$ cat config.mk
export PLATFORM = sky130hd
export DESIGN_NAME = window_variance_saturation_detector
export DESIGN_NICKNAME = d
export VERILOG_FILES = /design/src/wvsd_pkg.sv /design/src/wvsd_ring.sv /design/src/wvsd_accum.sv /design/src/wvsd_judge.sv /design/src/window_variance_saturation_detector.sv
export VERILOG_INCLUDE_DIRS = /design/src /design/src/src
export SDC_FILE = /design/constraint.sdc
export NUM_CORES = 2
export LEC_CHECK = 0
export BUFFER_PORTS_ARGS = -buffer_cell sky130_fd_sc_hd__buf_4
export CORE_MARGIN = 3
export CORE_UTILIZATION = 65
export CTS_CLUSTER_SIZE = 10
export DETAILED_ROUTE_END_ITERATION = 16
export GPL_TIMING_DRIVEN = 0
export PLACE_DENSITY = 0.82
export SETUP_SLACK_MARGIN = 0.05
export SYNTH_ARGS = -nofsm -noshare
export SYNTH_HDL_FRONTEND = slang
export SYNTH_SLANG_ARGS = --single-unit
$ cat constraint.sdc
create_clock -name clock -period 14.1 [get_ports clock]
set_input_delay 0.705 -clock clock [delete_from_list [all_inputs] [get_ports clock]]
set_output_delay 0.705 -clock clock [all_outputs]
set_load 0.005 [all_outputs]
$ cat src/window_variance_saturation_detector_defines.svh
// Assertion macros shared by the detector RTL.
// Pulled in by the top level; depends on nothing.
`ifndef WINDOW_VARIANCE_SATURATION_DETECTOR_DEFINES_SVH
`define WINDOW_VARIANCE_SATURATION_DETECTOR_DEFINES_SVH

// same-cycle implication, disabled while reset is high
`define WVSD_ASSERT_NOW(label, clk, rst, ante, cons, msg) \
   label: assert property (@(posedge clk) disable iff (rst) (ante) |-> (cons)) \
      else $error(msg);

// next-cycle implication, disabled while reset is high
`define WVSD_ASSERT_NEXT(label, clk, rst, ante, cons, msg) \
   label: assert property (@(posedge clk) disable iff (rst) (ante) |=> (cons)) \
      else $error(msg);

`endif

$ cat src/wvsd_pkg.sv
// Package for the window variance saturation detector: fixed widths,
// register codes, reset values and the stage control struct. No dependencies.
package wvsd_pkg;

   localparam int STABLE_W  = 17;
   localparam int LIMIT_W   = 16;
   localparam int BOOST_W   = 12;
   localparam int CSR_IDX_W = 8;
   localparam int CSR_DAT_W = 16;
   localparam int RSP_W     = 16;

   localparam logic [STABLE_W-1:0] STABLE_MAX  = '1;
   localparam logic [BOOST_W-1:0]  BOOST_ONE   = 12'd256;
   localparam logic [LIMIT_W-1:0]  LIMIT_RESET = 16'd30;
   localparam logic [BOOST_W-1:0]  BOOST_RESET = 12'd512;

   localparam logic [CSR_IDX_W-1:0] REG_STABLE_LIMIT = 8'd0;
   localparam logic [CSR_IDX_W-1:0] REG_BOOST_MULT   = 8'd1;

   typedef struct packed {
      logic valid;
      logic test;
   } stage_ctl_type;

endpackage

$ cat src/wvsd_ring.sv
// Sample ring memory: one write port, one read port, registered read data.
// Standalone; no package needed.
module wvsd_ring #(
   parameter int DEPTH  = 20,
   parameter int DATA_W = 10,
   localparam int ADDR_W = $clog2(DEPTH)
) (
   input  logic              clock,
   input  logic              rd_en,
   input  logic [ADDR_W-1:0] rd_addr,
   output logic [DATA_W-1:0] rd_data,
   input  logic              wr_en,
   input  logic [ADDR_W-1:0] wr_addr,
   input  logic [DATA_W-1:0] wr_data
);

   logic [DATA_W-1:0] mem [DEPTH];
   logic [DATA_W-1:0] rd_data_ff;

   always_ff @(posedge clock) begin
      if (wr_en) begin
         mem[wr_addr] <= wr_data;
      end
   end

   // hold read data until the next read
   always_ff @(posedge clock) begin
      if (rd_en) begin
         rd_data_ff <= mem[rd_addr];
      end
   end

   assign rd_data = rd_data_ff;

endmodule

$ cat src/wvsd_accum.sv
// Running sum and sum of squares update, evicting the oldest sample once the
// window is full. Uses wvsd_pkg for the stage control struct.
module wvsd_accum import wvsd_pkg::*; #(
   parameter int SIZE_BITS = 10,
   parameter int CNT_W     = 5,
   parameter int SUM_W     = 15,
   parameter int SQ_W      = 25,
   parameter int THR_W     = 11
) (
   input  logic                   clock,
   input  logic                   reset,
   input  logic                   in_valid,
   output logic                   in_ready,
   input  logic [SIZE_BITS-1:0]   in_sample,
   input  logic [2*SIZE_BITS-1:0] in_sample_sq,
   input  logic [SIZE_BITS-1:0]   in_old,
   input  logic                   in_full,
   input  logic                   in_test,
   input  logic [CNT_W-1:0]       in_n,
   input  logic [THR_W-1:0]       in_thr,
   input  logic                   out_ready,
   output stage_ctl_type          out_ctl,
   output logic [CNT_W-1:0]       out_n,
   output logic [THR_W-1:0]       out_thr,
   output logic [SUM_W-1:0]       out_sum,
   output logic [SQ_W-1:0]        out_sumsq
);

   logic [SUM_W-1:0]       sum_ff, sum_in;
   logic [SQ_W-1:0]        sumsq_ff, sumsq_in;
   logic [SIZE_BITS-1:0]   old_eff;
   logic [2*SIZE_BITS-1:0] old_sq;
   logic                   move;
   stage_ctl_type          ctl_ff, ctl_in;
   logic [CNT_W-1:0]       n_ff;
   logic [THR_W-1:0]       thr_ff;
   logic [SUM_W-1:0]       sum2_ff;
   logic [SQ_W-1:0]        sumsq2_ff;

   assign in_ready = !ctl_ff.valid || out_ready;
   assign move     = in_valid && in_ready;

   assign old_eff = in_full ? in_old : '0;
   assign old_sq  = (2*SIZE_BITS)'(old_eff) * (2*SIZE_BITS)'(old_eff);

   always_comb begin
      sum_in   = sum_ff - SUM_W'(old_eff) + SUM_W'(in_sample);
      sumsq_in = sumsq_ff - SQ_W'(old_sq) + SQ_W'(in_sample_sq);
   end

   always_comb begin
      ctl_in = ctl_ff;
      if (move) begin
         ctl_in.valid = 1'b1;
         ctl_in.test  = in_test;
      end else if (out_ready) begin
         ctl_in.valid = 1'b0;
      end
   end

   always_ff @(posedge clock) begin
      if (reset) begin
         sum_ff   <= '0;
         sumsq_ff <= '0;
         ctl_ff   <= '0;
      end else begin
         ctl_ff <= ctl_in;
         if (move) begin
            sum_ff   <= sum_in;
            sumsq_ff <= sumsq_in;
         end
      end
   end

   always_ff @(posedge clock) begin
      if (move) begin
         n_ff      <= in_n;
         thr_ff    <= in_thr;
         sum2_ff   <= sum_in;
         sumsq2_ff <= sumsq_in;
      end
   end

   assign out_ctl   = ctl_ff;
   assign out_n     = n_ff;
   assign out_thr   = thr_ff;
   assign out_sum   = sum2_ff;
   assign out_sumsq = sumsq2_ff;

endmodule

$ cat src/wvsd_judge.sv
// Variance test, stable counter and result register: products in one stage,
// compare and count in the next. Uses wvsd_pkg for widths and constants.
module wvsd_judge import wvsd_pkg::*; #(
   parameter int CNT_W = 5,
   parameter int SUM_W = 15,
   parameter int SQ_W  = 25,
   parameter int THR_W = 11
) (
   input  logic               clock,
   input  logic               reset,
   input  stage_ctl_type      in_ctl,
   output logic               in_ready,
   input  logic [CNT_W-1:0]   in_n,
   input  logic [THR_W-1:0]   in_thr,
   input  logic [SUM_W-1:0]   in_sum,
   input  logic [SQ_W-1:0]    in_sumsq,
   input  logic [LIMIT_W-1:0] limit,
   input  logic [BOOST_W-1:0] boost,
   output logic               rsp_valid,
   input  logic               rsp_ready,
   output logic               rsp_saturated,
   output logic [BOOST_W-1:0] rsp_boost
);

   localparam int P1_W  = CNT_W + SQ_W;
   localparam int P2_W  = 2 * SUM_W;
   localparam int LHS_W = (P1_W > P2_W) ? P1_W : P2_W;

   stage_ctl_type      ctl3_ff, ctl3_in;
   logic [P1_W-1:0]    prod_ff;
   logic [P2_W-1:0]    sqsum_ff;
   logic [THR_W-1:0]   thr3_ff;
   logic               move2, move3, out_free;
   logic [LHS_W-1:0]   lhs;
   logic               pass;
   logic [STABLE_W-1:0] stable_ff, stable_in;
   logic               sat;
   logic               valid_ff, valid_in;
   logic               sat_ff;
   logic [BOOST_W-1:0] boost_ff;

   assign out_free = !valid_ff || rsp_ready;
   assign in_ready = !ctl3_ff.valid || out_free;
   assign move2    = in_ctl.valid && in_ready;
   assign move3    = ctl3_ff.valid && out_free;

   always_comb begin
      ctl3_in = ctl3_ff;
      if (move2) begin
         ctl3_in = in_ctl;
      end else if (out_free) begin
         ctl3_in.valid = 1'b0;
      end
   end

   always_ff @(posedge clock) begin
      if (move2) begin
         prod_ff  <= P1_W'(in_n) * P1_W'(in_sumsq);
         sqsum_ff <= P2_W'(in_sum) * P2_W'(in_sum);
         thr3_ff  <= in_thr;
      end
   end

   // n*sumsq never falls below sum^2, so the difference stays non-negative
   assign lhs  = LHS_W'(prod_ff) - LHS_W'(sqsum_ff);
   assign pass = lhs < LHS_W'(thr3_ff);

   always_comb begin
      stable_in = stable_ff;
      if (ctl3_ff.test) begin
         if (!pass) begin
            stable_in = '0;
         end else if (stable_ff != STABLE_MAX) begin
            stable_in = stable_ff + 1'b1;
         end
      end
   end

   assign sat = ctl3_ff.test && (stable_in > STABLE_W'(limit));

   always_comb begin
      valid_in = valid_ff;
      if (move3) begin
         valid_in = 1'b1;
      end else if (rsp_ready) begin
         valid_in = 1'b0;
      end
   end

   always_ff @(posedge clock) begin
      if (reset) begin
         ctl3_ff   <= '0;
         stable_ff <= '0;
         valid_ff  <= 1'b0;
      end else begin
         ctl3_ff  <= ctl3_in;
         valid_ff <= valid_in;
         if (move3) begin
            stable_ff <= stable_in;
         end
      end
   end

   always_ff @(posedge clock) begin
      if (move3) begin
         sat_ff   <= sat;
         boost_ff <= sat ? boost : BOOST_ONE;
      end
   end

   assign rsp_valid     = valid_ff;
   assign rsp_saturated = sat_ff;
   assign rsp_boost     = boost_ff;

endmodule

$ cat src/window_variance_saturation_detector.sv
// Top level of the window variance saturation detector: input stage, ring
// memory, accumulators, variance judge, control registers. Uses wvsd_pkg.
//
//  channel | dir | handshake              | payload
//  req     | in  | req_tvalid/req_tready  | req_tdata: context_size
//  rsp     | out | rsp_tvalid/rsp_tready  | rsp_tdata: saturated, boost_q8
//  csr     | in  | csr_valid/csr_ready    | csr_index, csr_wdata
//
// One sample per cycle while no stage is stalled. From the transfer edge, with
// the ring read at that edge, a sample passes the sum update and products,
// then compare and count into the result register. The registered ring read and
// the product stage set the depth. Each stage holds while the one after it is
// full and stalled, so input transfers go on until every stage is occupied.
// Reset clears the counters and sums at once; the ring needs no clearing pass.
`include "window_variance_saturation_detector_defines.svh"

module window_variance_saturation_detector import wvsd_pkg::*; #(
   parameter int WINDOW    = 20,
   parameter int MIN_FILL  = 10,
   parameter int SIZE_BITS = 10,
   localparam int REQ_W = ((SIZE_BITS + 7) / 8) * 8
) (
   input  logic                 clock,
   input  logic                 reset,
   input  logic                 req_tvalid,
   output logic                 req_tready,
   input  logic [REQ_W-1:0]     req_tdata,   // [SIZE_BITS-1:0] context_size
   output logic                 rsp_tvalid,
   input  logic                 rsp_tready,
   output logic [RSP_W-1:0]     rsp_tdata,   // [0] saturated, [12:1] boost_q8
   input  logic                 csr_valid,
   output logic                 csr_ready,
   input  logic [CSR_IDX_W-1:0] csr_index,
   input  logic [CSR_DAT_W-1:0] csr_wdata
);

   localparam int SLOT_W = $clog2(WINDOW);
   localparam int CNT_W  = $clog2(WINDOW + 1);
   localparam int SUM_W  = SIZE_BITS + CNT_W;
   localparam int SQ_W   = 2 * SIZE_BITS + CNT_W;
   localparam int THR_W  = 2 * CNT_W + 1;

   logic [LIMIT_W-1:0] limit_ff, limit_in;
   logic [BOOST_W-1:0] boost_ff, boost_in;

   logic [SLOT_W-1:0] slot_ff, slot_in;
   logic [CNT_W-1:0]  fill_ff, fill_in;
   logic              accept, full_now;
   logic [SIZE_BITS-1:0] sample;

   logic                   v1_ff, v1_in;
   logic [SIZE_BITS-1:0]   s1_sample_ff;
   logic [2*SIZE_BITS-1:0] s1_sq_ff;
   logic [SLOT_W-1:0]      s1_slot_ff;
   logic                   s1_full_ff;
   logic                   s1_test_ff;
   logic [CNT_W-1:0]       s1_n_ff;
   logic [THR_W-1:0]       s1_thr_ff;

   logic                 accum_ready, judge_ready, move1;
   logic [SIZE_BITS-1:0] old_sample;
   stage_ctl_type        ctl2;
   logic [CNT_W-1:0]     n2;
   logic [THR_W-1:0]     thr2;
   logic [SUM_W-1:0]     sum2;
   logic [SQ_W-1:0]      sumsq2;
   logic                 rsp_sat;
   logic [BOOST_W-1:0]   rsp_boost;

   // control registers
   assign csr_ready = 1'b1;

   always_comb begin
      limit_in = limit_ff;
      boost_in = boost_ff;
      if (csr_valid) begin
         case (csr_index)
            REG_STABLE_LIMIT: limit_in = csr_wdata;
            REG_BOOST_MULT:   boost_in = csr_wdata[BOOST_W-1:0];
            default: ;
         endcase
      end
   end

   always_ff @(posedge clock) begin
      if (reset) begin
         limit_ff <= LIMIT_RESET;
         boost_ff <= BOOST_RESET;
      end else begin
         limit_ff <= limit_in;
         boost_ff <= boost_in;
      end
   end

   // input stage: slot and fill bookkeeping, ring read issue
   assign accept     = req_tvalid && req_tready;
   assign sample     = req_tdata[SIZE_BITS-1:0];
   assign full_now   = fill_ff == CNT_W'(WINDOW);
   assign req_tready = !v1_ff || accum_ready;
   assign move1      = v1_ff && accum_ready;

   always_comb begin
      slot_in = slot_ff;
      fill_in = fill_ff;
      if (accept) begin
         slot_in = (slot_ff == SLOT_W'(WINDOW - 1)) ? '0 : slot_ff + 1'b1;
         if (!full_now) begin
            fill_in = fill_ff + 1'b1;
         end
      end
      v1_in = v1_ff;
      if (accept) begin
         v1_in = 1'b1;
      end else if (accum_ready) begin
         v1_in = 1'b0;
      end
   end

   always_ff @(posedge clock) begin
      if (reset) begin
         slot_ff <= '0;
         fill_ff <= '0;
         v1_ff   <= 1'b0;
      end else begin
         slot_ff <= slot_in;
         fill_ff <= fill_in;
         v1_ff   <= v1_in;
      end
   end

   always_ff @(posedge clock) begin
      if (accept) begin
         s1_sample_ff <= sample;
         s1_sq_ff     <= (2*SIZE_BITS)'(sample) * (2*SIZE_BITS)'(sample);
         s1_slot_ff   <= slot_ff;
         s1_full_ff   <= full_now;
         s1_n_ff      <= fill_in;
         s1_test_ff   <= 32'(fill_in) >= MIN_FILL;
         s1_thr_ff    <= THR_W'((THR_W'(fill_in) * THR_W'(fill_in)) << 1);
      end
   end

   // write the new sample as it leaves for the sum update
   wvsd_ring #(
      .DEPTH  (WINDOW),
      .DATA_W (SIZE_BITS)
   ) u_ring (
      .clock   (clock),
      .rd_en   (accept),
      .rd_addr (slot_ff),
      .rd_data (old_sample),
      .wr_en   (move1),
      .wr_addr (s1_slot_ff),
      .wr_data (s1_sample_ff)
   );

   wvsd_accum #(
      .SIZE_BITS (SIZE_BITS),
      .CNT_W     (CNT_W),
      .SUM_W     (SUM_W),
      .SQ_W      (SQ_W),
      .THR_W     (THR_W)
   ) u_accum (
      .clock        (clock),
      .reset        (reset),
      .in_valid     (v1_ff),
      .in_ready     (accum_ready),
      .in_sample    (s1_sample_ff),
      .in_sample_sq (s1_sq_ff),
      .in_old       (old_sample),
      .in_full      (s1_full_ff),
      .in_test      (s1_test_ff),
      .in_n         (s1_n_ff),
      .in_thr       (s1_thr_ff),
      .out_ready    (judge_ready),
      .out_ctl      (ctl2),
      .out_n        (n2),
      .out_thr      (thr2),
      .out_sum      (sum2),
      .out_sumsq    (sumsq2)
   );

   wvsd_judge #(
      .CNT_W (CNT_W),
      .SUM_W (SUM_W),
      .SQ_W  (SQ_W),
      .THR_W (THR_W)
   ) u_judge (
      .clock         (clock),
      .reset         (reset),
      .in_ctl        (ctl2),
      .in_ready      (judge_ready),
      .in_n          (n2),
      .in_thr        (thr2),
      .in_sum        (sum2),
      .in_sumsq      (sumsq2),
      .limit         (limit_ff),
      .boost         (boost_ff),
      .rsp_valid     (rsp_tvalid),
      .rsp_ready     (rsp_tready),
      .rsp_saturated (rsp_sat),
      .rsp_boost     (rsp_boost)
   );

   assign rsp_tdata = {(RSP_W - BOOST_W - 1)'(0), rsp_boost, rsp_sat};

   `WVSD_ASSERT_NOW(a_fill_bound, clock, reset, 1'b1, fill_ff <= CNT_W'(WINDOW), "fill overrun")
   `WVSD_ASSERT_NOW(a_slot_bound, clock, reset, 1'b1, slot_ff < SLOT_W'(WINDOW), "slot overrun")
   `WVSD_ASSERT_NEXT(a_accept_s1, clock, reset, accept, v1_ff, "transfer lost at stage 1")
   `WVSD_ASSERT_NOW(a_boost_one, clock, reset, rsp_tvalid && !rsp_sat, rsp_boost == BOOST_ONE, "boost")

endmodule

==> metrics.cfg <==
[cts]
clk_latency_ns = 0.67
cts_hold_buf = 0
cts-resized-gates = 0
cts_made_buffers = 57
cts_max_level = 2
cts_tree = built
post_cts_buffers = 0
cts.sinks = 493
clk_pin_slew_worst_paths_ns = 0.06
clockBufferDepth = 3
cts-root-buf = clkbuf_16

[place]
hpwl_um = 67200
place_congestion = 0.925
io_buffers = 53

[run]
maxCapViolations = 0

[grt]
grt_use_total = 0.293
overflow = 0
grt_pass1_vias = 27155
grt_pass1_wl_um = 144000
grt_antenna_before_repair = 1
grt_max_degree = 63

[hold_path]
hp-class = in -> reg
min_from = req_tdata[2]

[worst_setup_path]
slowest_delay_ns = 0.77
critPathCaptureType = flop
critPathTopFamily = compound AO/OA/AOI/OAI gates
regToRegSetupSlack_ns = 6.44
cp-start-kind = flop
cp_data_arrival_time_ns = 8.01
crit_start = u_judge.prod_ff[4]
crit_buf_inv = 1
required_ns = 14.45
slowest_stage = nor4b_4
rr_startpoint = u_judge.prod_ff[4]
path_max_fanout = 10
path_class = reg -> reg

[route]
drt.antenna.violating_nets = 0
vias = 26626
first_pass_iters = 6
vias_per_cell = 5.96
wl_per_cell_um = 20.1
dr.first_iter.drc_count = 2315
routed_wl_um = 89900
drc = 0

[final_layout]
nFillCells = 3881
fin_nets = 4393
register_area_um2 = 13800
n_antenna_cell = 0
drive_gt1_frac = 0.0691
syn2layout_area_growth_pct = 8.39
multi_input_area_um2 = 22100
fin_util = 0.718

[floorplan]
io_pins = 64
die_y_um = 250
core-area_um2 = 58200
start_util = 0.662
rows = 88
dieArea_um2 = 62300
die_w_um = 250

[synthesis]
synth_edf_count = 392
ys_ff_latch = 493
ys_types = 86
ys.flop_type = edfxtp_1
syn_inst = 3538
synth_area_um2 = 38600
synth-async-reset-ratio = 0
synth_top_area_share = 0.305
synth_area_leader_cell = edfxtp_1
syn_avg_cell_area_um2 = 10.9
synthTopCellsByArea = edfxtp_1 31%, fa_1 18%, ha_1 11%
yosysWarnings = 0
ys_seq_area_frac = 0.358

[timing]
final_hold_viol_count = 0
period_needed_ns = 7.66
period_share = 0.543
max_slew_margin = 0.177
fin_worst_skew_ns = 0.0898
finalSetupViolCount = 0
setup_tns_ns = 0
rsz0062_at_grt = false
worstMarginPinSlew_ns = 1.23
fmax_mhz = 131
finalMaxSlewViolations = 0

[run_status]
status = complete, no violations

[path summary, 6_finish.rpt]
kind / to / cells after the start
max: u_judge.rsp_boost[3] / 27
min: s1_sample_ff[2] / 1
max reg2reg: u_judge.rsp_boost[3] / 27
min reg2reg: u_judge.thr3_ff[4] / 0
[state kept, by name (all words and copies together) (netlist names), 8 cells and up]
| register | cells |
|---|---|
| boost_ff | 12 |
| limit_ff | 16 |
| s1_sample_ff | 10 |
| s1_sq_ff | 18 |
| s1_thr_ff | 8 |
| u_accum.out_sum | 15 |
| u_accum.out_sumsq | 25 |
| u_accum.out_thr | 8 |
| u_accum.sum_ff | 15 |
| u_accum.sumsq_ff | 25 |
| u_judge.prod_ff | 30 |
| u_judge.rsp_boost | 12 |
| u_judge.sqsum_ff | 29 |
| u_judge.stable_ff | 17 |
| u_judge.thr3_ff | 9 |
| u_ring.mem | 200 |
| u_ring.rd_data | 10 |
[logic make-up after synthesis]
logic type,Yosys count,synth area share
AO/OA/AOI/OAI,455,0.0786
XOR/XNOR,170,0.0386
adder cells (fa/ha/maj),691,0.293
buffers and inverters,705,0.0695
flip-flops,493,0.358
multiplexers,103,0.0466
other,2,0.000195
AND/OR/NAND/NOR,919,0.116
[synth_stat cells, drive strengths merged, types with 22 or more instances]
master,n
nand2b,29
nand2,313
o21ai,48
mux2i,30
ha,337
a211oi,35
mux4,60
nor2,195
xor2,56
o21a,22
nor2b,24
dfxtp,101
a21o,52
clkbuf,83
buf,24
and3,41
xnor2,114
inv,597
and2,154
edfxtp,392
nand3,52
fa,354
nor3,38
a21oi,175
[metrics by stage]
stage,hold WS (ns),cells,instance area [um^2],worst slack [ns]
6_report,0.222,4471,41800,6.44
2_1_floorplan,0.400,3541,38600,7.60
3_5_place_dp,0.405,4363,40000,6.68
4_1_cts,0.202,4471,41800,6.55
3_3_place_gp,0.402,4359,39900,5.36
5_1_grt,0.214,4471,41800,5.88
[placed cells by master, fill, tap and decap left out, types with 14 or more instances in the layout]
cell type and count:
nand3_1 51, nand4_1 18, nor2b_1 24, a31oi_1 15, nand2_1 312, ha_1 337
buf_4 59, o21bai_1 18, a21o_1 52, nor3_1 38, edfxtp_1 392, o21a_1 22
o211ai_1 14, or3_1 14, nor2_1 195, clkbuf_16 58, inv_1 596, and2_1 154
dfxtp_1 101, xnor2_1 114, xor2_1 56, fa_1 354, o21ai_0 47, a21oi_1 163
a211oi_1 35, nand2b_1 29, clkbuf_1 121, and3_1 41, mux2i_1 30, mux4_2 60
[layer usage]
metal,GRT usage,wire length (um),vias up
li1,-,-,12113
met3,0.0493,7860,228
met1,0.392,35200,13080
met5,0,0,-
met4,0.102,3280,0
met2,0.491,43600,1205
[area by class of cell]
class / count / area share
well taps: 765 / 0.0229
clock inverters: 6 / 0.00251
inverters: 598 / 0.0537
multi-input cells: 2343 / 0.529
clock buffers: 102 / 0.0399
repair buffers: 57 / 0.0115
plain buffers: 107 / 0.0105
flip-flops and latches: 493 / 0.330
Power is left out: the tool's default activity adds up to more than one toggle a clock period on the data nets, which glitch-free logic cannot reach.
